--- config.mk ---
export PLATFORM = sky130hd
export DESIGN_NAME = quoted_word_splitter_core
export DESIGN_NICKNAME = d
export VERILOG_FILES = /design/src/rtl/qws_pkg.sv /design/src/rtl/qws_step.sv /design/src/rtl/qws_rsp_queue.sv /design/src/rtl/quoted_word_splitter_core.sv
export VERILOG_INCLUDE_DIRS = /design/src /design/src/rtl
export SDC_FILE = /design/constraint.sdc
export NUM_CORES = 1
export LEC_CHECK = 0
export BUFFER_PORTS_ARGS = -buffer_cell sky130_fd_sc_hd__buf_2
export CORE_MARGIN = 1
export CORE_UTILIZATION = 40
export DETAILED_ROUTE_END_ITERATION = 16
export PLACE_DENSITY = 0.64
export SYNTH_ARGS = -nofsm -noshare
export SYNTH_HDL_FRONTEND = slang
export SYNTH_SLANG_ARGS = --single-unit
--- constraint.sdc ---
create_clock -name clock -period 3.7 [get_ports clock]
set_clock_uncertainty 0.05 [all_clocks]
set_input_delay 0.37 -clock clock [delete_from_list [all_inputs] [get_ports clock]]
set_output_delay 0.37 -clock clock [all_outputs]
set_load 0.01 [all_outputs]
--- src/rtl/quoted_word_splitter_core_defines.svh ---
// ----------------------------------------------------------------------------
// quoted_word_splitter_core_defines.svh
// Assertion macros shared by the word splitter RTL.
// ----------------------------------------------------------------------------
`ifndef QUOTED_WORD_SPLITTER_CORE_DEFINES_SVH
`define QUOTED_WORD_SPLITTER_CORE_DEFINES_SVH

// Same-cycle implication, sampled on clock, off during reset.
`define QWS_ASSERT_IMPL(label, ante, cons, msg) \
   label: assert property (@(posedge clock) disable iff (reset) (ante) |-> (cons)) \
      else $error(msg);

// Next-cycle implication, sampled on clock, off during reset.
`define QWS_ASSERT_NEXT(label, ante, cons, msg) \
   label: assert property (@(posedge clock) disable iff (reset) (ante) |=> (cons)) \
      else $error(msg);

`endif

--- src/rtl/qws_pkg.sv ---
// ----------------------------------------------------------------------------
// qws_pkg
// Types and constants of the quoted word splitter.
// ----------------------------------------------------------------------------
package qws_pkg;

   // result kinds
   localparam logic [2:0] KIND_BYTE = 3'd0;
   localparam logic [2:0] KIND_WEND = 3'd1;
   localparam logic [2:0] KIND_LEND = 3'd2;
   localparam logic [2:0] KIND_LESC = 3'd3;
   localparam logic [2:0] KIND_LQUO = 3'd4;

   // characters of interest
   localparam logic [7:0] CHAR_SPACE     = 8'h20;
   localparam logic [7:0] CHAR_TAB       = 8'h09;
   localparam logic [7:0] CHAR_LF        = 8'h0A;
   localparam logic [7:0] CHAR_CR        = 8'h0D;
   localparam logic [7:0] CHAR_DQUOTE    = 8'h22;
   localparam logic [7:0] CHAR_SQUOTE    = 8'h27;
   localparam logic [7:0] CHAR_BACKSLASH = 8'h5C;

   // result queue between the step logic and the rsp port
   localparam int QUEUE_DEPTH = 4;
   localparam int QUEUE_CNT_W = $clog2(QUEUE_DEPTH + 1);
   localparam int QUEUE_ROOM  = QUEUE_DEPTH - 2;

   typedef enum logic [1:0] {
      QUOTE_NONE   = 2'd0,
      QUOTE_DOUBLE = 2'd1,
      QUOTE_SINGLE = 2'd2
   } quote_type;

   typedef struct packed {
      logic [7:0] char_in;
      logic       end_of_line;
   } req_item_type;

   typedef struct packed {
      logic [7:0] out_byte;
      logic [2:0] kind;
      logic       last;
   } rsp_item_type;

   typedef struct packed {
      logic      in_word;
      logic      escape_pending;
      quote_type open_quote;
   } state_type;

   // results of one item: count 0..2, res0 first
   typedef struct packed {
      logic [1:0]   count;
      rsp_item_type res0;
      rsp_item_type res1;
   } step_out_type;

endpackage

--- src/rtl/qws_step.sv ---
// ----------------------------------------------------------------------------
// qws_step
// Combinational splitter step: state and one item in, next state and up to
// two results out.
// ----------------------------------------------------------------------------
module qws_step (
   input  qws_pkg::state_type    state,
   input  qws_pkg::req_item_type item,
   output qws_pkg::state_type    state_next,
   output qws_pkg::step_out_type result
);

   logic [7:0]         c;
   logic               is_sep;
   qws_pkg::quote_type q;
   logic [7:0]         close_char;

   assign c = item.char_in;
   assign is_sep = c inside {qws_pkg::CHAR_SPACE, qws_pkg::CHAR_TAB,
                             qws_pkg::CHAR_LF, qws_pkg::CHAR_CR};

   always_comb begin
      case (c)
         qws_pkg::CHAR_DQUOTE: q = qws_pkg::QUOTE_DOUBLE;
         qws_pkg::CHAR_SQUOTE: q = qws_pkg::QUOTE_SINGLE;
         default:              q = qws_pkg::QUOTE_NONE;
      endcase
   end

   always_comb begin
      case (state.open_quote)
         qws_pkg::QUOTE_DOUBLE: close_char = qws_pkg::CHAR_DQUOTE;
         default:               close_char = qws_pkg::CHAR_SQUOTE;
      endcase
   end

   always_comb begin
      state_next         = state;
      result.count       = 2'd0;
      result.res0        = '{out_byte: 8'd0, kind: qws_pkg::KIND_BYTE, last: 1'b0};
      result.res1        = '{out_byte: 8'd0, kind: qws_pkg::KIND_BYTE, last: 1'b0};
      if (item.end_of_line) begin
         if (state.escape_pending) begin
            result.res0.kind = qws_pkg::KIND_LESC;
            result.count     = 2'd1;
         end else if (state.in_word && (state.open_quote != qws_pkg::QUOTE_NONE)) begin
            result.res0.kind = qws_pkg::KIND_LQUO;
            result.count     = 2'd1;
         end else if (state.in_word) begin
            result.res0.kind = qws_pkg::KIND_WEND;
            result.res1.kind = qws_pkg::KIND_LEND;
            result.count     = 2'd2;
         end else begin
            result.res0.kind = qws_pkg::KIND_LEND;
            result.count     = 2'd1;
         end
         state_next = '{in_word: 1'b0, escape_pending: 1'b0,
                        open_quote: qws_pkg::QUOTE_NONE};
      end else if (state.escape_pending) begin
         state_next.escape_pending = 1'b0;
         state_next.in_word        = 1'b1;
         result.res0.out_byte      = c;
         result.count              = 2'd1;
      end else if (c == qws_pkg::CHAR_BACKSLASH) begin
         state_next.escape_pending = 1'b1;
         state_next.in_word        = 1'b1;
      end else if (!state.in_word) begin
         if (is_sep) begin
            // separator between words: drop
         end else if (q != qws_pkg::QUOTE_NONE) begin
            state_next.in_word    = 1'b1;
            state_next.open_quote = q;
         end else begin
            state_next.in_word   = 1'b1;
            result.res0.out_byte = c;
            result.count         = 2'd1;
         end
      end else if (state.open_quote != qws_pkg::QUOTE_NONE) begin
         if (c == close_char) begin
            state_next.in_word    = 1'b0;
            state_next.open_quote = qws_pkg::QUOTE_NONE;
            result.res0.kind      = qws_pkg::KIND_WEND;
            result.count          = 2'd1;
         end else begin
            result.res0.out_byte = c;
            result.count         = 2'd1;
         end
      end else begin
         if (is_sep) begin
            state_next.in_word = 1'b0;
            result.res0.kind   = qws_pkg::KIND_WEND;
            result.count       = 2'd1;
         end else if (q != qws_pkg::QUOTE_NONE) begin
            // quote right after an unquoted word ends it and opens a span
            state_next.open_quote = q;
            result.res0.kind      = qws_pkg::KIND_WEND;
            result.count          = 2'd1;
         end else begin
            result.res0.out_byte = c;
            result.count         = 2'd1;
         end
      end
      if (result.count == 2'd1) begin
         result.res0.last = 1'b1;
      end
      if (result.count == 2'd2) begin
         result.res1.last = 1'b1;
      end
   end

endmodule

--- src/rtl/qws_rsp_queue.sv ---
// ----------------------------------------------------------------------------
// qws_rsp_queue
// Shifting result queue: takes up to two results a cycle, presents the
// oldest on the rsp port.
// ----------------------------------------------------------------------------
module qws_rsp_queue (
   input  logic                               clock,
   input  logic                               reset,
   input  logic                               push_en,
   input  qws_pkg::step_out_type              push_data,
   output logic [qws_pkg::QUEUE_CNT_W-1:0]    level,
   output logic                               rsp_valid,
   input  logic                               rsp_ready,
   output qws_pkg::rsp_item_type              rsp_item
);

   qws_pkg::rsp_item_type slot_ff [qws_pkg::QUEUE_DEPTH];
   qws_pkg::rsp_item_type slot_in [qws_pkg::QUEUE_DEPTH];
   logic [qws_pkg::QUEUE_CNT_W-1:0] count_ff;
   logic [qws_pkg::QUEUE_CNT_W-1:0] count_in;
   logic [qws_pkg::QUEUE_CNT_W-1:0] base_cnt;
   logic [1:0]                      n_push;
   logic                            pop;

   assign rsp_valid = (count_ff != '0);
   assign rsp_item  = slot_ff[0];
   assign level     = count_ff;
   assign pop       = rsp_valid && rsp_ready;
   assign n_push    = push_en ? push_data.count : 2'd0;
   assign base_cnt  = count_ff - qws_pkg::QUEUE_CNT_W'(pop);
   assign count_in  = base_cnt + qws_pkg::QUEUE_CNT_W'(n_push);

   always_comb begin
      for (int i = 0; i < qws_pkg::QUEUE_DEPTH; i++) begin
         // advance on pop, then append behind the survivors
         if (pop) begin
            slot_in[i] = slot_ff[(i + 1 < qws_pkg::QUEUE_DEPTH) ? i + 1 : i];
         end else begin
            slot_in[i] = slot_ff[i];
         end
         if ((n_push != 2'd0) && (base_cnt == qws_pkg::QUEUE_CNT_W'(i))) begin
            slot_in[i] = push_data.res0;
         end
         if ((n_push == 2'd2) &&
             ((base_cnt + qws_pkg::QUEUE_CNT_W'(1)) == qws_pkg::QUEUE_CNT_W'(i))) begin
            slot_in[i] = push_data.res1;
         end
      end
   end

   always_ff @(posedge clock) begin
      if (reset) begin
         count_ff <= '0;
      end else begin
         count_ff <= count_in;
      end
   end

   always_ff @(posedge clock) begin
      for (int i = 0; i < qws_pkg::QUEUE_DEPTH; i++) begin
         slot_ff[i] <= slot_in[i];
      end
   end

endmodule

--- src/rtl/quoted_word_splitter_core.sv ---
// ----------------------------------------------------------------------------
// quoted_word_splitter_core
// Shell-style word splitter with quotes and backslash escapes.
// ----------------------------------------------------------------------------
// Usage:
//   req channel: one item per character (char_in) or an end-of-line marker.
//   rsp channel: word bytes, word-end marks and line-end codes; last flags
//   the final result of an input item. Separators and opening quotes between
//   words and escaping backslashes give no result.
//   An accepted item waits in the input register, is stepped once the queue
//   has room, and its results are registered into the queue before rsp_valid.
//   Throughput: one item per cycle while each gives at most one result and
//   rsp_ready stays high; an end of line that closes a word gives two
//   results for the rsp port. The rate is set by the single rsp port.
//   A four-entry result queue decouples the sides: items keep flowing while
//   results wait, and req_ready drops only when the queue lacks room for
//   two results and the input register is full.
//   Reset clears the splitter state (between words, no escape, no quote),
//   the input register and the queue. Any end of line returns the state to
//   the same values.
// ----------------------------------------------------------------------------
`include "quoted_word_splitter_core_defines.svh"

module quoted_word_splitter_core (
   input  logic                  clock,
   input  logic                  reset,
   input  logic                  req_valid,
   output logic                  req_ready,
   input  qws_pkg::req_item_type req_item,
   output logic                  rsp_valid,
   input  logic                  rsp_ready,
   output qws_pkg::rsp_item_type rsp_item
);

   qws_pkg::state_type    state_ff;
   qws_pkg::state_type    state_in;
   qws_pkg::state_type    step_state;
   logic                  in_valid_ff;
   logic                  in_valid_in;
   qws_pkg::req_item_type in_item_ff;
   qws_pkg::step_out_type step_out;
   logic [qws_pkg::QUEUE_CNT_W-1:0] level;
   logic                  req_fire;
   logic                  proc_fire;

   assign proc_fire = in_valid_ff && (level <= qws_pkg::QUEUE_CNT_W'(qws_pkg::QUEUE_ROOM));
   assign req_ready = !in_valid_ff || proc_fire;
   assign req_fire  = req_valid && req_ready;

   always_comb begin
      in_valid_in = in_valid_ff;
      if (req_fire) begin
         in_valid_in = 1'b1;
      end else if (proc_fire) begin
         in_valid_in = 1'b0;
      end
      state_in = proc_fire ? step_state : state_ff;
   end

   always_ff @(posedge clock) begin
      if (reset) begin
         in_valid_ff <= 1'b0;
         state_ff    <= '{in_word: 1'b0, escape_pending: 1'b0,
                          open_quote: qws_pkg::QUOTE_NONE};
      end else begin
         in_valid_ff <= in_valid_in;
         state_ff    <= state_in;
      end
   end

   always_ff @(posedge clock) begin
      if (req_fire) begin
         in_item_ff <= req_item;
      end
   end

   qws_step u_step (
      .state      (state_ff),
      .item       (in_item_ff),
      .state_next (step_state),
      .result     (step_out)
   );

   qws_rsp_queue u_queue (
      .clock     (clock),
      .reset     (reset),
      .push_en   (proc_fire),
      .push_data (step_out),
      .level     (level),
      .rsp_valid (rsp_valid),
      .rsp_ready (rsp_ready),
      .rsp_item  (rsp_item)
   );

   `QWS_ASSERT_IMPL(a_esc_in_word, state_ff.escape_pending, state_ff.in_word,
      "escape pending outside a word")
   `QWS_ASSERT_IMPL(a_quote_in_word, state_ff.open_quote != qws_pkg::QUOTE_NONE,
      state_ff.in_word, "quote open outside a word")
   `QWS_ASSERT_NEXT(a_eol_clears, proc_fire && in_item_ff.end_of_line,
      !state_ff.in_word && !state_ff.escape_pending &&
      (state_ff.open_quote == qws_pkg::QUOTE_NONE), "state not cleared at line end")
   `QWS_ASSERT_IMPL(a_eol_result, proc_fire && in_item_ff.end_of_line,
      step_out.count != 2'd0, "line end produced no result")
   `QWS_ASSERT_NEXT(a_push_shows, proc_fire && (step_out.count != 2'd0),
      rsp_valid, "pushed result not presented")

endmodule
# Word-level counts from Yosys, hierarchy flattened
# Memory sizes are Yosys's and may differ from the RTL's.
# Cells that the tools add are included.
[word_totals]
reg_bits = 17
latchBits = 0
mem_bits_rw = 48
rom_bits = 0
inputBits = 13
output_inout_bits = 14
word_cells = 120
mem_count = 1
[classes]
n_addsub = 3
n_mul = 0
n_div = 0
order_cmp = 1
n_eq_ne = 21
shifts = 0
n_mux = 64
bitwise = 0
reduce_logical = 23
[memory_table]
columns = ["name", "depth", "width", "rd", "rd_clocked_by_memory_dff", "wr", "line", "rtl"]
rows = [
  ["u_queue.slot_ff", 4, 12, 4, 0, 4, "qws_rsp_queue.sv:17", "qws_pkg::rsp_item_type slot_ff [qws_pkg::QUEUE_DEPTH];"],
]
[ops]
columns = ["op", "n"]
rows = [
  ["$mux 12", 11],
  ["$mux 13", 5],
  ["$mux 8", 4],
  ["$mux 10", 3],
  ["$mux 2", 15],
  ["$mux 3", 10],
  ["$eq 8x4->1 const B", 3],
  ["$eq 8x6->1 const B", 3],
  ["$eq 3x2->1 const B", 4],
  ["$logic_and 1x1->1", 12],
  ["$mux 1", 12],
  ["$mux 11", 1],
  ["$mux 9", 1],
  ["$eq 8x6->1", 1],
  ["$eq 8x7->1 const B", 1],
  ["$reduce_bool 2->1", 4],
  ["$eq 3x1->1 const B", 2],
  ["$logic_not 3->1", 2],
  ["$eq 2x1->1 const B", 2],
  ["$eq 2x2->1 const B", 2],
  ["$mux 4", 1],
  ["$ne 4x4->1 const B", 1],
  ["$pmux 2 s2", 1],
  ["$reduce_and 4->1", 1],
  ["10 further kinds", 10],
]

# Depth between registers and ports, before layout
[depth]
ltp_word = 19
mapped_depth = 15
depth_no_buf = 12

# Modules after synthesis
# A second synthesis with hierarchy kept.
[hier_totals]
cells_unflattened = 411
area_unflattened_um2 = 4187.8
[modules_own_cells]
columns = ["mod", "instances", "cells_each", "area_each_um2", "seq_area_each_um2"]
rows = [
  ["qws_rsp_queue", 1, 297, 3133.0, 1501.4],
  ["qws_step", 1, 82, 535.5, 0.0],
  ["quoted_word_splitter_core", 1, 32, 519.2, 370.4],
]

# Worst setup path after synthesis
# Ideal clock, no wire load.
[synth_timing]
path_type = "reg-to-reg"
startpoint = "register u_queue.level[2] (netlist name)"
endpoint = "memory u_queue.slot_ff[3][0] (netlist name) (enable)"
setup_time_ns = 0.299
t_arrival_ns = 3.331
required_time_ns = 3.351
setup_slack_ns = 0.020
stages_incl_launch_ff = 14
n_path_buf = 2
period_less_slack_ns = 3.680
cell_sequence = "dfxtp_1 -> or3_1 -> nand2_1 -> clkbuf_1 -> inv_1 -> ha_1 -> ha_1 -> xnor2_1 -> ha_1 -> inv_1 -> o32ai_1 -> a21oi_4 -> buf_2 -> nand2_1"
[synth_lines]
columns = ["element", "line"]
rows = [
  ["to (decl)", "qws_rsp_queue.sv:17"],
]

==> results.md <==
- Outcome: finished clean
- Layout area overhead: 12.3%
- Pre-antenna DRT Iters: 4
- Min-Delay Endpoint: in_item_ff[8]
- Resized Gates After CTS: 0
- Syn nets: 361
- Critical hold path startpoint: req_item[8]
- Antenna diodes: 0
- Setup ws final: 479 ps
- Drt total wl: 7060 um
- Clock Latency Late Sink: 350 ps
- Min-Delay Path Depth: 1
- Register bit total from synthesis: 65
- Critical Path AT: 3450 ps
- Vias per cell: 5.39
- Post-synth EDFFs: 17
- Register area: 0.00147 mm2
- Initial antenna violation count: 0
- Critical Path Source Type: flop
- CTS Hold Bufs: 0
- Crit path time final: 3220 ps
- Total negative setup slack: 0 ps
- Routability Congestion: 0.904
- Fin area: 0.00380 mm2
- DR iter-0 viols: 141
- Num CTS Buffers: 9
- CTS tree: built
- CP Data Required Time: 3930 ps
- CP top delay family: simple AND/OR/NAND/NOR gates
- Die Area: 0.00883 mm2
- Max-Slew Margin vs Limit: 37.2%
- Die Span Y: 94.0 um
- Yosys cell types: 53
- RSZ-0062 raised after global routing: false
- Worst path slowest cell: xnor2_1
- Postcts setup bufs: 0
- Largest net degree at the start of global routing: 34
- Root Buffer Master: clkbuf_8
- Power consumption: 3.08 mW
- Kind of critical path: reg2reg
- Period utilisation layout: 87.1%
- FF-to-FF Start: u_queue.level[2]
- RR Endpoint: u_queue.slot_ff[3][1]
- Power density over cell area: 810 mW/mm2
- R2R setup slack: 480 ps
- Most common cell on crit path: ha_1
- Row cnt: 33
- Register area share after synthesis: 43.5%
- Worst hold-check path type: in2reg
- Combinational power share: 42.0%
- Slew Viols, Final: 0
- Async set-reset flop share out of synthesis: 0%
- Max FO, Critical Path: 18
- Avg Cell Area, Syn: 9.87 um2
- Drt wl/cell: 14.7 um
- Share of layout cells above drive strength 1: 18.7%
- CTS clk-pin slew, worst paths: 80 ps
- Final Hold Viols: 0
- Post-Synthesis Cells: 343
- DRC errors left: 0
- Global Route Usage Sum: 17.2%
- F_max: 310 MHz
- Vias in the first global route: 2430
- LEAKAGE: 1.61 nW
- Worst Max-Slew Pin Slew: 941 ps
- Primary FF master, synth: dfxtp_1
- Initial Util: 41.2%
- Switching fraction of total power: 37.8%
- CP peak stage delay: 530 ps
- Clk pwr share: 19.4%
- Die X: 94.0 um
- Internal power: 1.92 mW
- DP Worst Slack: 479 ps
- Via count of the routed design: 2586
- Crit path capture type: flop
- Psw: 1.17 mW
- Post-route ant nets: 0
- Reg power frac: 38.6%
- Synth Cell Area: 0.00338 mm2
- Synth warnings: 0
- Total gr overflow: 0
- Clock sink count: 65
- Max IR drop VDD: 0.225 mV
- Placed standard-cell area: 0.00361 mm2
- Final setup vio count: 0
- PortBufs: 26
- Crit path cell chain: or3_1, nand2_2, inv_1, ha_1, ha_1, xnor2_1, ha_1, inv_1, o32ai_1, a21oi_4, or2_1, a21oi_1
- WP buf/inv: 2
- Number of fill cells: 790
- Max Root-Sink Buffers: 2
- Multi-input gate area: 0.00179 mm2
- Final net count: 388
- Max Cap Viol: 0
- H-tree levels: 3
- Core area: 0.00822 mm2
- Post-DP HPWL: 5290 um
- Io pins: 27
- Global-route wire length before repair: 11600 um
- Worst Reg2Reg Path Length in Cells: 12
==> placed cells by master (no fill, tap or decap), drive strengths merged, types with 2 or more instances in the layout <==
cell type  count
a211oi        33
a21oi         13
and2           3
buf           31
clkbuf        10
clkinv         3
dfxtp         48
edfxtp        17
ha             4
inv           14
mux2i         34
nand2         17
nand2b         5
nand3         17
nand3b         3
nand4          3
nor2          28
nor2b         27
nor3           7
nor3b          4
nor4b          2
o211ai        10
o21ai         15
o32ai          4
or2            2
or3            4
or4b           2
==> power by group through the flow <==
stage	logic, mW	registers, mW	clock network, mW
finish	1.30	1.19	0.598
global route	1.45	1.23	0.639
CTS	1.31	1.19	0.613
detailed placement	1.30	1.21	0
global placement	1.25	1.19	0
floorplan	1.03	1.19	0
==> worst max path at each step <==
stage,from,to,slack [ps],depth (start not counted)
after floorplan,u_queue.level[2],u_queue.slot_ff[3][0],20,13
after global placement,u_queue.level[2],u_queue.slot_ff[3][0],660,11
after detailed placement,u_queue.level[2],u_queue.slot_ff[2][9],480,10
after CTS,u_queue.level[2],u_queue.slot_ff[3][1],460,12
after global routing,u_queue.level[2],u_queue.slot_ff[0][2],210,12
final,u_queue.level[2],u_queue.slot_ff[3][1],480,12
==> cells in the mapped netlist (5+ instances only) <==
| cell type | instances | area, um2 |
|---|---|---|
| edfxtp_1 | 17 | 510 |
| nor2_1 | 28 | 105 |
| o21ai_0 | 13 | 65.1 |
| inv_1 | 11 | 41.3 |
| buf_4 | 6 | 45.0 |
| nand2_1 | 17 | 63.8 |
| nand3_1 | 17 | 85.1 |
| a21oi_1 | 9 | 45.0 |
| nand2b_1 | 5 | 31.3 |
| dfxtp_1 | 48 | 961 |
| nor2b_1 | 27 | 169 |
| clkbuf_1 | 7 | 26.3 |
| mux2i_1 | 34 | 340 |
| o211ai_1 | 6 | 45.0 |
| a211oi_1 | 29 | 218 |
==> registers in the layout (all words and copies together), names as in the netlist <==
name             flops
state_ff             4
in_item_ff           9
u_queue.level        3
u_queue.slot_ff     48
in_valid_ff          1
==> per-stage QoR <==
stage | utilization (%) | hold WS, ps | cells
after floorplan | - | 386 | 343
after global placement | 43.9 | 407 | 464
after detailed placement | 43.9 | 420 | 464
after CTS | 46.3 | 130 | 480
after global routing | 46.3 | 134 | 480
final | 46.3 | 142 | 480
==> worst register-to-register path, cell delays in order, from the launching register on <==
cell	delay, ps
dfxtp_1	330
or3_1	420
nand2_2	90
inv_1	50
ha_1	180
ha_1	190
xnor2_1	530
ha_1	280
inv_1	70
o32ai_1	420
a21oi_4	160
or2_1	290
a21oi_1	120
==> cells by family after synthesis <==
kind of cell	synth area share [%]
flip-flops	43.5
XOR/XNOR	0.518
adder cells (fa/ha/maj)	2.07
multiplexers	10.1
AO/OA/AOI/OAI	19.7
AND/OR/NAND/NOR	20.6
buffers and inverters	3.59
==> per-layer routing <==
| metal | share of wire (%) | up-vias | global-route usage [%] |
|---|---|---|---|
| met3 | 3.9 | 11 | 3.40 |
| met2 | 45 | 51 | 27.3 |
| met5 | 0 | - | 0 |
| met4 | 2.4 | 0 | 8.59 |
| met1 | 49 | 1205 | 22.2 |
| li1 | - | 1319 | - |
==> area by class of cell <==
cell class | count | share of cell area [%]
multi-input cells | 252 | 47.2
flip-flops and latches | 65 | 38.7
repair buffers | 31 | 4.41
clock buffers | 10 | 3.92
well taps | 105 | 3.46
clock inverters | 6 | 1.22
inverters | 11 | 1.09
(Power assumes the default switching activity.)
